$ cat config.mk
export PLATFORM = sky130hd
export DESIGN_NAME = weighted_index_sampler
export DESIGN_NICKNAME = d
export VERILOG_FILES = /design/src/rtl/wis_pkg.sv /design/src/rtl/wis_ram.sv /design/src/rtl/wis_ctrl.sv /design/src/rtl/wis_dp.sv /design/src/rtl/weighted_index_sampler.sv
export SDC_FILE = /design/constraint.sdc
export NUM_CORES = 2
export LEC_CHECK = 0
export BUFFER_PORTS_ARGS = -buffer_cell sky130_fd_sc_hd__buf_2
export CORE_MARGIN = 2
export CORE_UTILIZATION = 35
export CTS_CLUSTER_DIAMETER = 200
export DETAILED_ROUTE_END_ITERATION = 10
export PLACE_DENSITY = 0.59
export SYNTH_ARGS = -nofsm -noshare
export SYNTH_HDL_FRONTEND = slang
export SYNTH_HIERARCHICAL = 1
export SYNTH_SLANG_ARGS = --single-unit
$ cat constraint.sdc
create_clock -name i_clk -period 18.8 [get_ports i_clk]
set_input_delay 2.82 -clock i_clk [delete_from_list [all_inputs] [get_ports i_clk]]
set_output_delay 2.82 -clock i_clk [all_outputs]
set_load 0.005 [all_outputs]
$ cat src/rtl/wis_pkg.sv
// ----------------------------------------------------------------------------
// wis_pkg
// Shared types and constants of the weighted index sampler: command, status
// and register codes, controller states and the controller/datapath bundles.
// ----------------------------------------------------------------------------
`default_nettype none

package wis_pkg;

    localparam logic [1:0] CMD_APPEND = 2'd0;
    localparam logic [1:0] CMD_DRAW   = 2'd1;
    localparam logic [1:0] CMD_CLEAR  = 2'd2;

    localparam logic [1:0] REG_SEED_FIRST  = 2'd0;
    localparam logic [1:0] REG_SEED_SECOND = 2'd1;
    localparam logic [1:0] REG_SEED_THIRD  = 2'd2;
    localparam logic [1:0] REG_REMOVE      = 2'd3;

    localparam logic [63:0] SEED_FIRST_RST  = 64'd123456789;
    localparam logic [63:0] SEED_SECOND_RST = 64'd362436069;
    localparam logic [63:0] SEED_THIRD_RST  = 64'd521288629;

    // bit-serial remainder: one dividend bit per cycle
    localparam int DIV_STEPS = 64;
    localparam int DIV_CNT_W = $clog2(DIV_STEPS);

    typedef enum logic [1:0] {
        ST_OK    = 2'd0,
        ST_EMPTY = 2'd1,
        ST_ZERO  = 2'd2,
        ST_FULL  = 2'd3
    } t_status;

    typedef enum logic [11:0] {
        S_IDLE     = 12'b0000_0000_0001,
        S_APP      = 12'b0000_0000_0010,
        S_CLR      = 12'b0000_0000_0100,
        S_TOT_RD   = 12'b0000_0000_1000,
        S_TOT_CHK  = 12'b0000_0001_0000,
        S_GEN      = 12'b0000_0010_0000,
        S_DIV      = 12'b0000_0100_0000,
        S_SCAN_RD  = 12'b0000_1000_0000,
        S_SCAN_CMP = 12'b0001_0000_0000,
        S_SH_RD    = 12'b0010_0000_0000,
        S_SH_WR    = 12'b0100_0000_0000,
        S_RESULT   = 12'b1000_0000_0000
    } t_state;

    typedef struct packed {
        logic    accept;
        logic    append;
        logic    clear;
        logic    set_status;
        t_status status;
        logic    rd_total;
        logic    tot_latch;
        logic    gen_step;
        logic    div_start;
        logic    div_step;
        logic    scan_init;
        logic    scan_rd;
        logic    scan_next;
        logic    take_hit;
        logic    shift_rd;
        logic    shift_wr;
        logic    shrink;
        logic    res_load;
    } t_dp_cmd;

    typedef struct packed {
        logic empty;
        logic full;
        logic total_zero;
        logic div_last;
        logic hit;
        logic shift_end;
    } t_dp_stat;

    typedef struct packed {
        logic [2:0]  wr;
        logic [63:0] data;
    } t_seed_wr;

endpackage

`default_nettype wire

$ cat src/rtl/wis_ram.sv
// ----------------------------------------------------------------------------
// wis_ram
// Generic single-port-write, single-port-read RAM with registered read data.
// ----------------------------------------------------------------------------
`default_nettype none

module wis_ram #(
    parameter int WIDTH = 38,
    parameter int DEPTH = 64
) (
    input  wire logic                     i_clk,
    input  wire logic                     i_we,
    input  wire logic [$clog2(DEPTH)-1:0] i_waddr,
    input  wire logic [WIDTH-1:0]         i_wdata,
    input  wire logic [$clog2(DEPTH)-1:0] i_raddr,
    output logic      [WIDTH-1:0]         o_rdata
);

    logic [WIDTH-1:0] r_mem [DEPTH];

    always_ff @(posedge i_clk) begin
        if (i_we) begin
            r_mem[i_waddr] <= i_wdata;
        end
        o_rdata <= r_mem[i_raddr];
    end

endmodule

`default_nettype wire

$ cat src/rtl/wis_ctrl.sv
// ----------------------------------------------------------------------------
// wis_ctrl
// Sequencer of the sampler: takes one item at a time, steps the datapath
// through append, clear or draw (an unknown command goes straight to the result),
// and owns the result valid flag.
`default_nettype none

module wis_ctrl (
    input  wire logic              i_clk,
    input  wire logic              i_rst_n,
    input  wire logic              i_in_valid,
    output logic                   o_in_stall,
    input  wire logic [1:0]        i_command,
    input  wire logic              i_remove,
    output logic                   o_out_valid,
    input  wire logic              i_out_stall,
    output wis_pkg::t_dp_cmd       o_cmd,
    input  wire wis_pkg::t_dp_stat i_stat
);

    import wis_pkg::*;

    t_state r_state, n_state;
    logic   r_out_valid, n_out_valid;

    always_comb begin
        n_state = r_state;
        o_cmd   = '0;
        unique case (r_state)
            S_IDLE: begin
                if (i_in_valid) begin
                    o_cmd.accept = 1'b1;
                    case (i_command)
                        CMD_APPEND: n_state = S_APP;
                        CMD_DRAW:   n_state = S_TOT_RD;
                        CMD_CLEAR:  n_state = S_CLR;
                        default:    n_state = S_RESULT;
                    endcase
                end
            end
            S_APP: begin
                if (i_stat.full) begin
                    o_cmd.set_status = 1'b1;
                    o_cmd.status     = ST_FULL;
                end else begin
                    o_cmd.append = 1'b1;
                end
                n_state = S_RESULT;
            end
            S_CLR: begin
                o_cmd.clear = 1'b1;
                n_state     = S_RESULT;
            end
            S_TOT_RD: begin
                if (i_stat.empty) begin
                    o_cmd.set_status = 1'b1;
                    o_cmd.status     = ST_EMPTY;
                    n_state          = S_RESULT;
                end else begin
                    o_cmd.rd_total = 1'b1;
                    n_state        = S_TOT_CHK;
                end
            end
            S_TOT_CHK: begin
                if (i_stat.total_zero) begin
                    o_cmd.set_status = 1'b1;
                    o_cmd.status     = ST_ZERO;
                    n_state          = S_RESULT;
                end else begin
                    o_cmd.tot_latch = 1'b1;
                    o_cmd.gen_step  = 1'b1;
                    n_state         = S_GEN;
                end
            end
            S_GEN: begin
                o_cmd.div_start = 1'b1;
                n_state         = S_DIV;
            end
            S_DIV: begin
                o_cmd.div_step = 1'b1;
                if (i_stat.div_last) begin
                    o_cmd.scan_init = 1'b1;
                    n_state         = S_SCAN_RD;
                end
            end
            S_SCAN_RD: begin
                o_cmd.scan_rd = 1'b1;
                n_state       = S_SCAN_CMP;
            end
            S_SCAN_CMP: begin
                if (i_stat.hit) begin
                    o_cmd.take_hit = 1'b1;
                    n_state        = i_remove ? S_SH_RD : S_RESULT;
                end else begin
                    o_cmd.scan_next = 1'b1;
                    n_state         = S_SCAN_RD;
                end
            end
            S_SH_RD: begin
                if (i_stat.shift_end) begin
                    o_cmd.shrink = 1'b1;
                    n_state      = S_RESULT;
                end else begin
                    o_cmd.shift_rd = 1'b1;
                    n_state        = S_SH_WR;
                end
            end
            S_SH_WR: begin
                o_cmd.shift_wr = 1'b1;
                n_state        = S_SH_RD;
            end
            S_RESULT: begin
                // hold until the result register is free
                if (!r_out_valid || !i_out_stall) begin
                    o_cmd.res_load = 1'b1;
                    n_state        = S_IDLE;
                end
            end
            default: n_state = S_IDLE;
        endcase
    end

    always_comb begin
        n_out_valid = r_out_valid && i_out_stall;
        if (o_cmd.res_load) begin
            n_out_valid = 1'b1;
        end
    end

    always_ff @(posedge i_clk) begin
        if (!i_rst_n) begin
            r_state     <= S_IDLE;
            r_out_valid <= 1'b0;
        end else begin
            r_state     <= n_state;
            r_out_valid <= n_out_valid;
        end
    end

    assign o_in_stall  = (r_state != S_IDLE);
    assign o_out_valid = r_out_valid;

endmodule

`default_nettype wire

$ cat src/rtl/wis_dp.sv
// ----------------------------------------------------------------------------
// wis_dp
// Datapath of the sampler: xorshift96 generator, bit-serial remainder unit,
// CDF table in RAM with its fill count, scan and shift-down registers, and
// the result register.
// ----------------------------------------------------------------------------
`default_nettype none

module wis_dp #(
    parameter int MAX_ENTRIES = 64,
    parameter int WEIGHT_BITS = 32
) (
    input  wire logic              i_clk,
    input  wire logic              i_rst_n,
    input  wire wis_pkg::t_dp_cmd  i_cmd,
    output wis_pkg::t_dp_stat      o_stat,
    input  wire wis_pkg::t_seed_wr i_seed_wr,
    input  wire logic [31:0]       i_cumulative_weight,
    output logic [5:0]             o_drawn_index,
    output logic [6:0]             o_entries_left,
    output logic [1:0]             o_status
);

    import wis_pkg::*;

    localparam int IW = $clog2(MAX_ENTRIES);
    localparam int CW = $clog2(MAX_ENTRIES + 1);
    localparam int WB = WEIGHT_BITS;
    localparam int RW = WB + 6;

    logic [63:0]          r_gen1, r_gen2, r_gen3;
    logic [CW-1:0]        r_count;
    logic [WB-1:0]        r_weight, r_total, r_rem, r_prev, r_dec;
    logic [63:0]          r_divd;
    logic [DIV_CNT_W-1:0] r_div_cnt;
    logic [IW-1:0]        r_i;
    logic [CW-1:0]        r_j;
    t_status              r_status;
    logic [5:0]           r_drawn;
    logic [5:0]           r_out_index;
    logic [6:0]           r_out_left;
    t_status              r_out_status;

    logic          ram_we;
    logic [IW-1:0] ram_waddr, ram_raddr;
    logic [RW-1:0] ram_wdata, ram_rdata;
    logic [WB-1:0] rd_w;
    logic [5:0]    rd_org;
    logic [CW-1:0] cnt_m1, j_m1;
    logic [63:0]   xs_t;
    logic [WB:0]   rem_sh;
    logic          rem_ge;
    logic [WB-1:0] rem_nx;

    assign rd_w   = ram_rdata[WB-1:0];
    assign rd_org = ram_rdata[RW-1:WB];
    assign cnt_m1 = r_count - CW'(1);
    assign j_m1   = r_j - CW'(1);

    assign xs_t = (r_gen1 ^ (r_gen1 << 16)) ^ ((r_gen1 ^ (r_gen1 << 16)) >> 5);

    assign rem_sh = {r_rem, r_divd[63]};
    assign rem_ge = (rem_sh >= {1'b0, r_total});
    assign rem_nx = rem_ge ? WB'(rem_sh - {1'b0, r_total}) : rem_sh[WB-1:0];

    always_comb begin
        ram_we    = 1'b0;
        ram_waddr = r_count[IW-1:0];
        ram_wdata = {6'(r_count), r_weight};
        if (i_cmd.append) begin
            ram_we = 1'b1;
        end else if (i_cmd.shift_wr) begin
            ram_we    = 1'b1;
            ram_waddr = j_m1[IW-1:0];
            ram_wdata = {rd_org, WB'(rd_w - r_dec)};
        end
    end

    always_comb begin
        ram_raddr = r_i;
        if (i_cmd.rd_total) begin
            ram_raddr = cnt_m1[IW-1:0];
        end else if (i_cmd.shift_rd) begin
            ram_raddr = r_j[IW-1:0];
        end
    end

    wis_ram #(
        .WIDTH (RW),
        .DEPTH (MAX_ENTRIES)
    ) u_table (
        .i_clk   (i_clk),
        .i_we    (ram_we),
        .i_waddr (ram_waddr),
        .i_wdata (ram_wdata),
        .i_raddr (ram_raddr),
        .o_rdata (ram_rdata)
    );

    always_comb begin
        o_stat.empty      = (r_count == '0);
        o_stat.full       = (r_count == CW'(MAX_ENTRIES));
        o_stat.total_zero = (rd_w == '0);
        o_stat.div_last   = (r_div_cnt == DIV_CNT_W'(DIV_STEPS - 1));
        o_stat.hit        = (rd_w > r_rem);
        o_stat.shift_end  = (r_j >= r_count);
    end

    // control state: generator and fill count
    always_ff @(posedge i_clk) begin
        if (!i_rst_n) begin
            r_gen1  <= SEED_FIRST_RST;
            r_gen2  <= SEED_SECOND_RST;
            r_gen3  <= SEED_THIRD_RST;
            r_count <= '0;
        end else begin
            if (i_cmd.gen_step) begin
                r_gen1 <= r_gen2;
                r_gen2 <= r_gen3;
                r_gen3 <= (xs_t ^ (xs_t << 1)) ^ r_gen2 ^ r_gen3;
            end else begin
                if (i_seed_wr.wr[0]) r_gen1 <= i_seed_wr.data;
                if (i_seed_wr.wr[1]) r_gen2 <= i_seed_wr.data;
                if (i_seed_wr.wr[2]) r_gen3 <= i_seed_wr.data;
            end
            if (i_cmd.append) begin
                r_count <= r_count + CW'(1);
            end else if (i_cmd.clear) begin
                r_count <= '0;
            end else if (i_cmd.shrink) begin
                r_count <= cnt_m1;
            end
        end
    end

    always_ff @(posedge i_clk) begin
        if (i_cmd.accept) begin
            r_weight <= WB'(i_cumulative_weight);
            r_status <= ST_OK;
            r_drawn  <= '0;
        end
        if (i_cmd.set_status) begin
            r_status <= i_cmd.status;
        end
        if (i_cmd.tot_latch) begin
            r_total <= rd_w;
        end
        if (i_cmd.div_start) begin
            r_rem     <= '0;
            r_divd    <= r_gen3;
            r_div_cnt <= '0;
        end else if (i_cmd.div_step) begin
            r_rem     <= rem_nx;
            r_divd    <= {r_divd[62:0], 1'b0};
            r_div_cnt <= r_div_cnt + DIV_CNT_W'(1);
        end
        if (i_cmd.scan_init) begin
            r_i    <= '0;
            r_prev <= '0;
        end else if (i_cmd.scan_next) begin
            r_i    <= r_i + IW'(1);
            r_prev <= rd_w;
        end
        if (i_cmd.take_hit) begin
            r_drawn <= rd_org;
            r_dec   <= rd_w - r_prev;
            r_j     <= CW'(r_i) + CW'(1);
        end else if (i_cmd.shift_wr) begin
            r_j <= r_j + CW'(1);
        end
        if (i_cmd.res_load) begin
            r_out_index  <= r_drawn;
            r_out_left   <= 7'(r_count);
            r_out_status <= r_status;
        end
    end

    assign o_drawn_index  = r_out_index;
    assign o_entries_left = r_out_left;
    assign o_status       = r_out_status;

endmodule

`default_nettype wire

$ cat src/rtl/weighted_index_sampler.sv
// ----------------------------------------------------------------------------
// weighted_index_sampler
// Weighted index sampler over a cumulative-weight table with optional removal.
// ----------------------------------------------------------------------------
// One item is taken at a time. Append and clear pass through their own step
// and the result step. Every item also waits in the result step while the
// result register is still occupied and stalled. A draw reads the total, runs
// the bit-serial remainder unit, then scans the table up to the hit slot, and
// in remove mode shifts the entries above it down; the scan and shift-down
// read and then compare or write one entry at a time through the single read
// port of the table RAM. A new item is taken while a finished result still waits.
`default_nettype none

module weighted_index_sampler #(
    parameter int MAX_ENTRIES = 64,
    parameter int WEIGHT_BITS = 32
) (
    input  wire logic        i_clk,
    input  wire logic        i_rst_n,
    input  wire logic        psel,
    input  wire logic        penable,
    input  wire logic        pwrite,
    input  wire logic [4:0]  paddr,
    input  wire logic [63:0] pwdata,
    output logic      [63:0] prdata,
    output logic             pready,
    input  wire logic        i_in_valid,
    output logic             o_in_stall,
    input  wire logic [1:0]  i_command,
    input  wire logic [31:0] i_cumulative_weight,
    output logic             o_out_valid,
    input  wire logic        i_out_stall,
    output logic [5:0]       o_drawn_index,
    output logic [6:0]       o_entries_left,
    output logic [1:0]       o_status
);

    import wis_pkg::*;

    logic [63:0] r_seed1, r_seed2, r_seed3;
    logic        r_remove;
    logic        cfg_wr;
    logic [1:0]  cfg_idx;
    t_seed_wr    seed_wr;
    t_dp_cmd     dp_cmd;
    t_dp_stat    dp_stat;

    assign cfg_wr  = psel && penable && pwrite;
    assign cfg_idx = paddr[4:3];
    assign pready  = 1'b1;

    always_ff @(posedge i_clk) begin
        if (!i_rst_n) begin
            r_seed1  <= SEED_FIRST_RST;
            r_seed2  <= SEED_SECOND_RST;
            r_seed3  <= SEED_THIRD_RST;
            r_remove <= 1'b0;
        end else if (cfg_wr) begin
            unique case (cfg_idx)
                REG_SEED_FIRST:  r_seed1  <= pwdata;
                REG_SEED_SECOND: r_seed2  <= pwdata;
                REG_SEED_THIRD:  r_seed3  <= pwdata;
                REG_REMOVE:      r_remove <= pwdata[0];
                default:         r_remove <= r_remove;
            endcase
        end
    end

    always_comb begin
        unique case (cfg_idx)
            REG_SEED_FIRST:  prdata = r_seed1;
            REG_SEED_SECOND: prdata = r_seed2;
            REG_SEED_THIRD:  prdata = r_seed3;
            REG_REMOVE:      prdata = {63'd0, r_remove};
            default:         prdata = '0;
        endcase
    end

    // seed writes load the generator directly
    assign seed_wr.wr   = {cfg_wr && (cfg_idx == REG_SEED_THIRD),
                           cfg_wr && (cfg_idx == REG_SEED_SECOND),
                           cfg_wr && (cfg_idx == REG_SEED_FIRST)};
    assign seed_wr.data = pwdata;

    wis_ctrl u_ctrl (
        .i_clk       (i_clk),
        .i_rst_n     (i_rst_n),
        .i_in_valid  (i_in_valid),
        .o_in_stall  (o_in_stall),
        .i_command   (i_command),
        .i_remove    (r_remove),
        .o_out_valid (o_out_valid),
        .i_out_stall (i_out_stall),
        .o_cmd       (dp_cmd),
        .i_stat      (dp_stat)
    );

    wis_dp #(
        .MAX_ENTRIES (MAX_ENTRIES),
        .WEIGHT_BITS (WEIGHT_BITS)
    ) u_dp (
        .i_clk               (i_clk),
        .i_rst_n             (i_rst_n),
        .i_cmd               (dp_cmd),
        .o_stat              (dp_stat),
        .i_seed_wr           (seed_wr),
        .i_cumulative_weight (i_cumulative_weight),
        .o_drawn_index       (o_drawn_index),
        .o_entries_left      (o_entries_left),
        .o_status            (o_status)
    );

    a_accept_busy: assert property (@(posedge i_clk) disable iff (!i_rst_n)
        (i_in_valid && !o_in_stall) |=> o_in_stall)
        else $error("sampler took an item without going busy");

    a_err_no_index: assert property (@(posedge i_clk) disable iff (!i_rst_n)
        (o_out_valid && (o_status != ST_OK)) |-> (o_drawn_index == 6'd0))
        else $error("error result carries a drawn index");

    a_full_count: assert property (@(posedge i_clk) disable iff (!i_rst_n)
        (o_out_valid && (o_status == ST_FULL)) |-> (o_entries_left == 7'(MAX_ENTRIES)))
        else $error("full status with table not full");

    a_empty_count: assert property (@(posedge i_clk) disable iff (!i_rst_n)
        (o_out_valid && (o_status == ST_EMPTY)) |-> (o_entries_left == 7'd0))
        else $error("empty status with entries left");

endmodule

`default_nettype wire
==> flow_summary_export.csv <==
group,metric,value,unit
routing,drc,0,
clocking,cts-root-buf,"clkbuf_16",
clocking,cts_tree,"done",
critical_path,critPathRequiredTime,15.98,ns
sta,rsz0062_at_grt,"no",
critical_path,worst-path-buf-inv,4,
critical_path,crit_chain,"buf_4, buf_4, buf_4, mux2i_1, o21ai_0, buf_2",
cells_and_area,stdcell_area,0.149,mm^2
yosys,synthArstFlopShare,0,%
hold_path,hold_path_class,"reg -> reg",
clocking,clock_latency,0.97,ns
yosys,avgSynthCellArea,16.1,um^2
floorplanning,rows,224,
power_and_ir_drop,vdd_ir_drop_max,0.0000728,V
yosys,synth_flop_cell,"edfxtp_1",
clocking,hold_buffers,0,
flow_run,max_cap_violations,0,
power_and_ir_drop,finalPower,0.0146,W
sta,hold_viol,0,
routing,ant_nets,0,
cells_and_area,ff_latch_area,0.0891,mm^2
clocking,clk_pin_slew,0.06,ns
routing,post_drt_wl_per_cell,26.6,um
clocking,clk_path_buf_depth,4,
critical_path,slowest_delay,0.72,ns
yosys,synth_commonest_cells,"edfxtp_1, mux4_2, nand2_1, dfxtp_1",
routing,wl,363000,um
critical_path,path_max_fanout,33,
grt,grt_use_total,18.6,%
yosys,synth.largest_area_cell,"edfxtp_1",
critical_path,critPathMostFrequentCell,"buf_4",
yosys,syn_area,0.131,mm^2
clocking,post_cts_resize_count,0,
cells_and_area,multi_input_area,0.0397,mm^2
floorplanning,die_area,0.378,mm^2
yosys,yosysSeqAreaShare,68.2,%
yosys,synth-seq-cells,3141,
floorplanning,die_h,615,um
routing,drt-initial-drc-count,8774,
yosys,synth_top_area_share,60.2,%
routing,met1_length,148000,um
yosys,netlist_top_cells_area,"edfxtp_1, mux4_2, dfxtp_1",
critical_path,worstPathArrival,5.40,ns
routing,first_pass_iters,6,
power_and_ir_drop,p_per_area,97.7,mW/mm^2
sta,min_period,8.22,ns
floorplanning,start_util,35.1,%
floorplanning,core,0.372,mm^2
power_and_ir_drop,p_leak,48.0,nW
routing,viasPerCell,5.45,
floorplanning,ios,192,
critical_path,critPathKind,"in -> out",
placed_design,placed_cell_area,0.138,mm^2
yosys,synth_edf_count,2622,
sta,finalMaxSlewViolations,0,
yosys,syn_inst,8131,
critical_path,cp-start-kind,"primary input",
sta,finalClockSkew,0.0989,ns
grt,overflow,0,
routing,met2_wirelength,175000,um
sta,fmax,122,MHz
grt,grt_pass1_vias,74500,
grt,grt_first_pass_wirelength,520000,um
yosys,yosys_warnings,6,
sta,relSlewSlack,15.6,%
clocking,clock_sinks,3141,
routing,met3_length,27300,um
critical_path,end_kind,"output pin",
critical_path,critPathTopFamily,"buffers and inverters",
cells_and_area,fillers,33400,
yosys,synthMostInstantiatedCell,"edfxtp_1",
floorplanning,die_w,615,um
status,status,"completed",
placed_design,portBuffers,187,
yosys,synth_cell_types,97,
cells_and_area,nNetsFinal,8658,
cells_and_area,area_growth,14.1,%
sta,tightest_slew,1.26,ns
clocking,cts_buffers,338,
grt,grt_max_degree,217,
sta,setup_viol,0,
routing,highest_layer,"met5",
placed_design,dpl.hpwl,208000,um
critical_path,critical-path-slowest-cell,"o21ai_0",
sta,fin_crit_sh,43.7,%
grt,antenna_found_initial,27,
sta,final.setup.tns,0,ns
placed_design,routabilityCongestion,0.853,
routing,vias,74400,
clocking,htreeDepth,5,
clocking,cts_setup_buffers,0,
yosys,synth_nets,8384,
cells_and_area,drive_gt1_share,20.0,%
## power by group
part / internal, W / total (W) / switching, W / leakage (nW)
sequential: 0.00760 / 0.00762 / 0.0000179 / 28.0
combinational: 0.0000968 / 0.000404 / 0.000308 / 14.8
clock: 0.00378 / 0.00656 / 0.00278 / 5.28
total: 0.0115 / 0.0146 / 0.00311 / 48.0
## metal layers
layer / global-route usage [%] / vias up
met1: 24.9 / 38800
li1: - / 32100
met5: 0 / -
met4: 6.57 / 8
met2: 30.9 / 2921
met3: 2.77 / 602
## metrics by stage
stage	cells	utilization, %	setup WS [ns]	hold slack [ns]
6_report	13700	40.1	10.58	0.416
5_1_grt	13700	40.1	10.17	0.422
4_1_cts	13700	40.1	10.66	0.422
3_3_place_gp	13000	37.2	10.71	0.409
3_5_place_dp	13000	37.2	10.66	0.407
2_1_floorplan	8131	-	12.34	0.400
## cell type report
cell class	count	area share [%]
Clock inverter	169	1.14
Sequential cell	3141	59.8
Multi-Input combinational cell	4358	26.6
Tap cell	4972	4.17
Timing Repair Buffer	386	1.70
Inverter	180	0.458
Antenna cell	9	0.0151
Clock buffer	448	6.11
## path summary, 6_finish.rpt
path | to | start | cells past startpoint | slack (ns)
max | prdata[56] | paddr[3] | 6 | 10.58
min | u_dp/o_drawn_index[3] | u_dp/r_drawn[3] | 0 | 0.42
min reg2reg | u_dp/o_drawn_index[3] | u_dp/r_drawn[3] | 0 | 0.42
max reg2reg | u_dp/u_table/o_rdata[24] | u_dp/r_count[0] | 22 | 10.60
## cells in the final DEF, fill, tap and decap left out, types with 51 or more instances in the layout
cell	synthesis	final
o21ai_0	201	176
buf_4	48	192
a211oi_1	59	59
xnor2_1	282	282
clkinv_2	0	51
clkbuf_1	242	92
a21oi_1	329	323
nand2b_1	67	66
o22ai_1	109	109
mux2i_1	476	476
nor2_4	3	69
a22oi_1	138	138
a21o_1	61	61
clkbuf_16	0	344
inv_1	177	174
xor2_1	92	92
ha_1	140	140
clkinv_1	0	55
nor2b_1	111	106
buf_2	92	185
dfxtp_1	519	519
nand2_1	601	593
nor2_1	476	408
mux2_2	97	97
edfxtp_1	2622	2622
mux4_2	609	609
## registers in the layout, summed over array words and instances, names as in the netlist, 2 cells and up
name	flops
u_dp/r_gen3	64
r_seed3	64
u_dp/r_total	32
u_dp/r_prev	32
u_dp/r_divd	64
u_dp/r_weight	32
u_dp/r_status	2
u_dp/u_table/o_rdata	38
u_dp/u_table/r_mem	2432
u_dp/r_i	6
u_dp/r_count	7
u_ctrl/r_state	12
r_seed2	64
u_dp/r_dec	32
u_dp/o_entries_left	7
u_dp/o_drawn_index	6
u_dp/r_rem	32
u_dp/r_gen1	64
r_seed1	64
u_dp/r_div_cnt	6
u_dp/r_drawn	6
u_dp/o_status	2
u_dp/r_gen2	64
u_dp/r_j	7
## logic make-up (layout without fill, tap and decap cells)
group	count (synthesis)	in the layout	synth area share (%)
muxes	1182	1182	15.0
and+or+nand+nor	1529	1529	5.31
xor gates and xnor gates	374	374	2.51
other	1	10	0.00287
buffers and inverters	632	1183	2.16
adders and majority gates	143	143	1.39
DFF	3141	3141	68.2
AOI/OAI and AO/OA	1129	1129	5.47
Power figures use the tool's default switching activity.
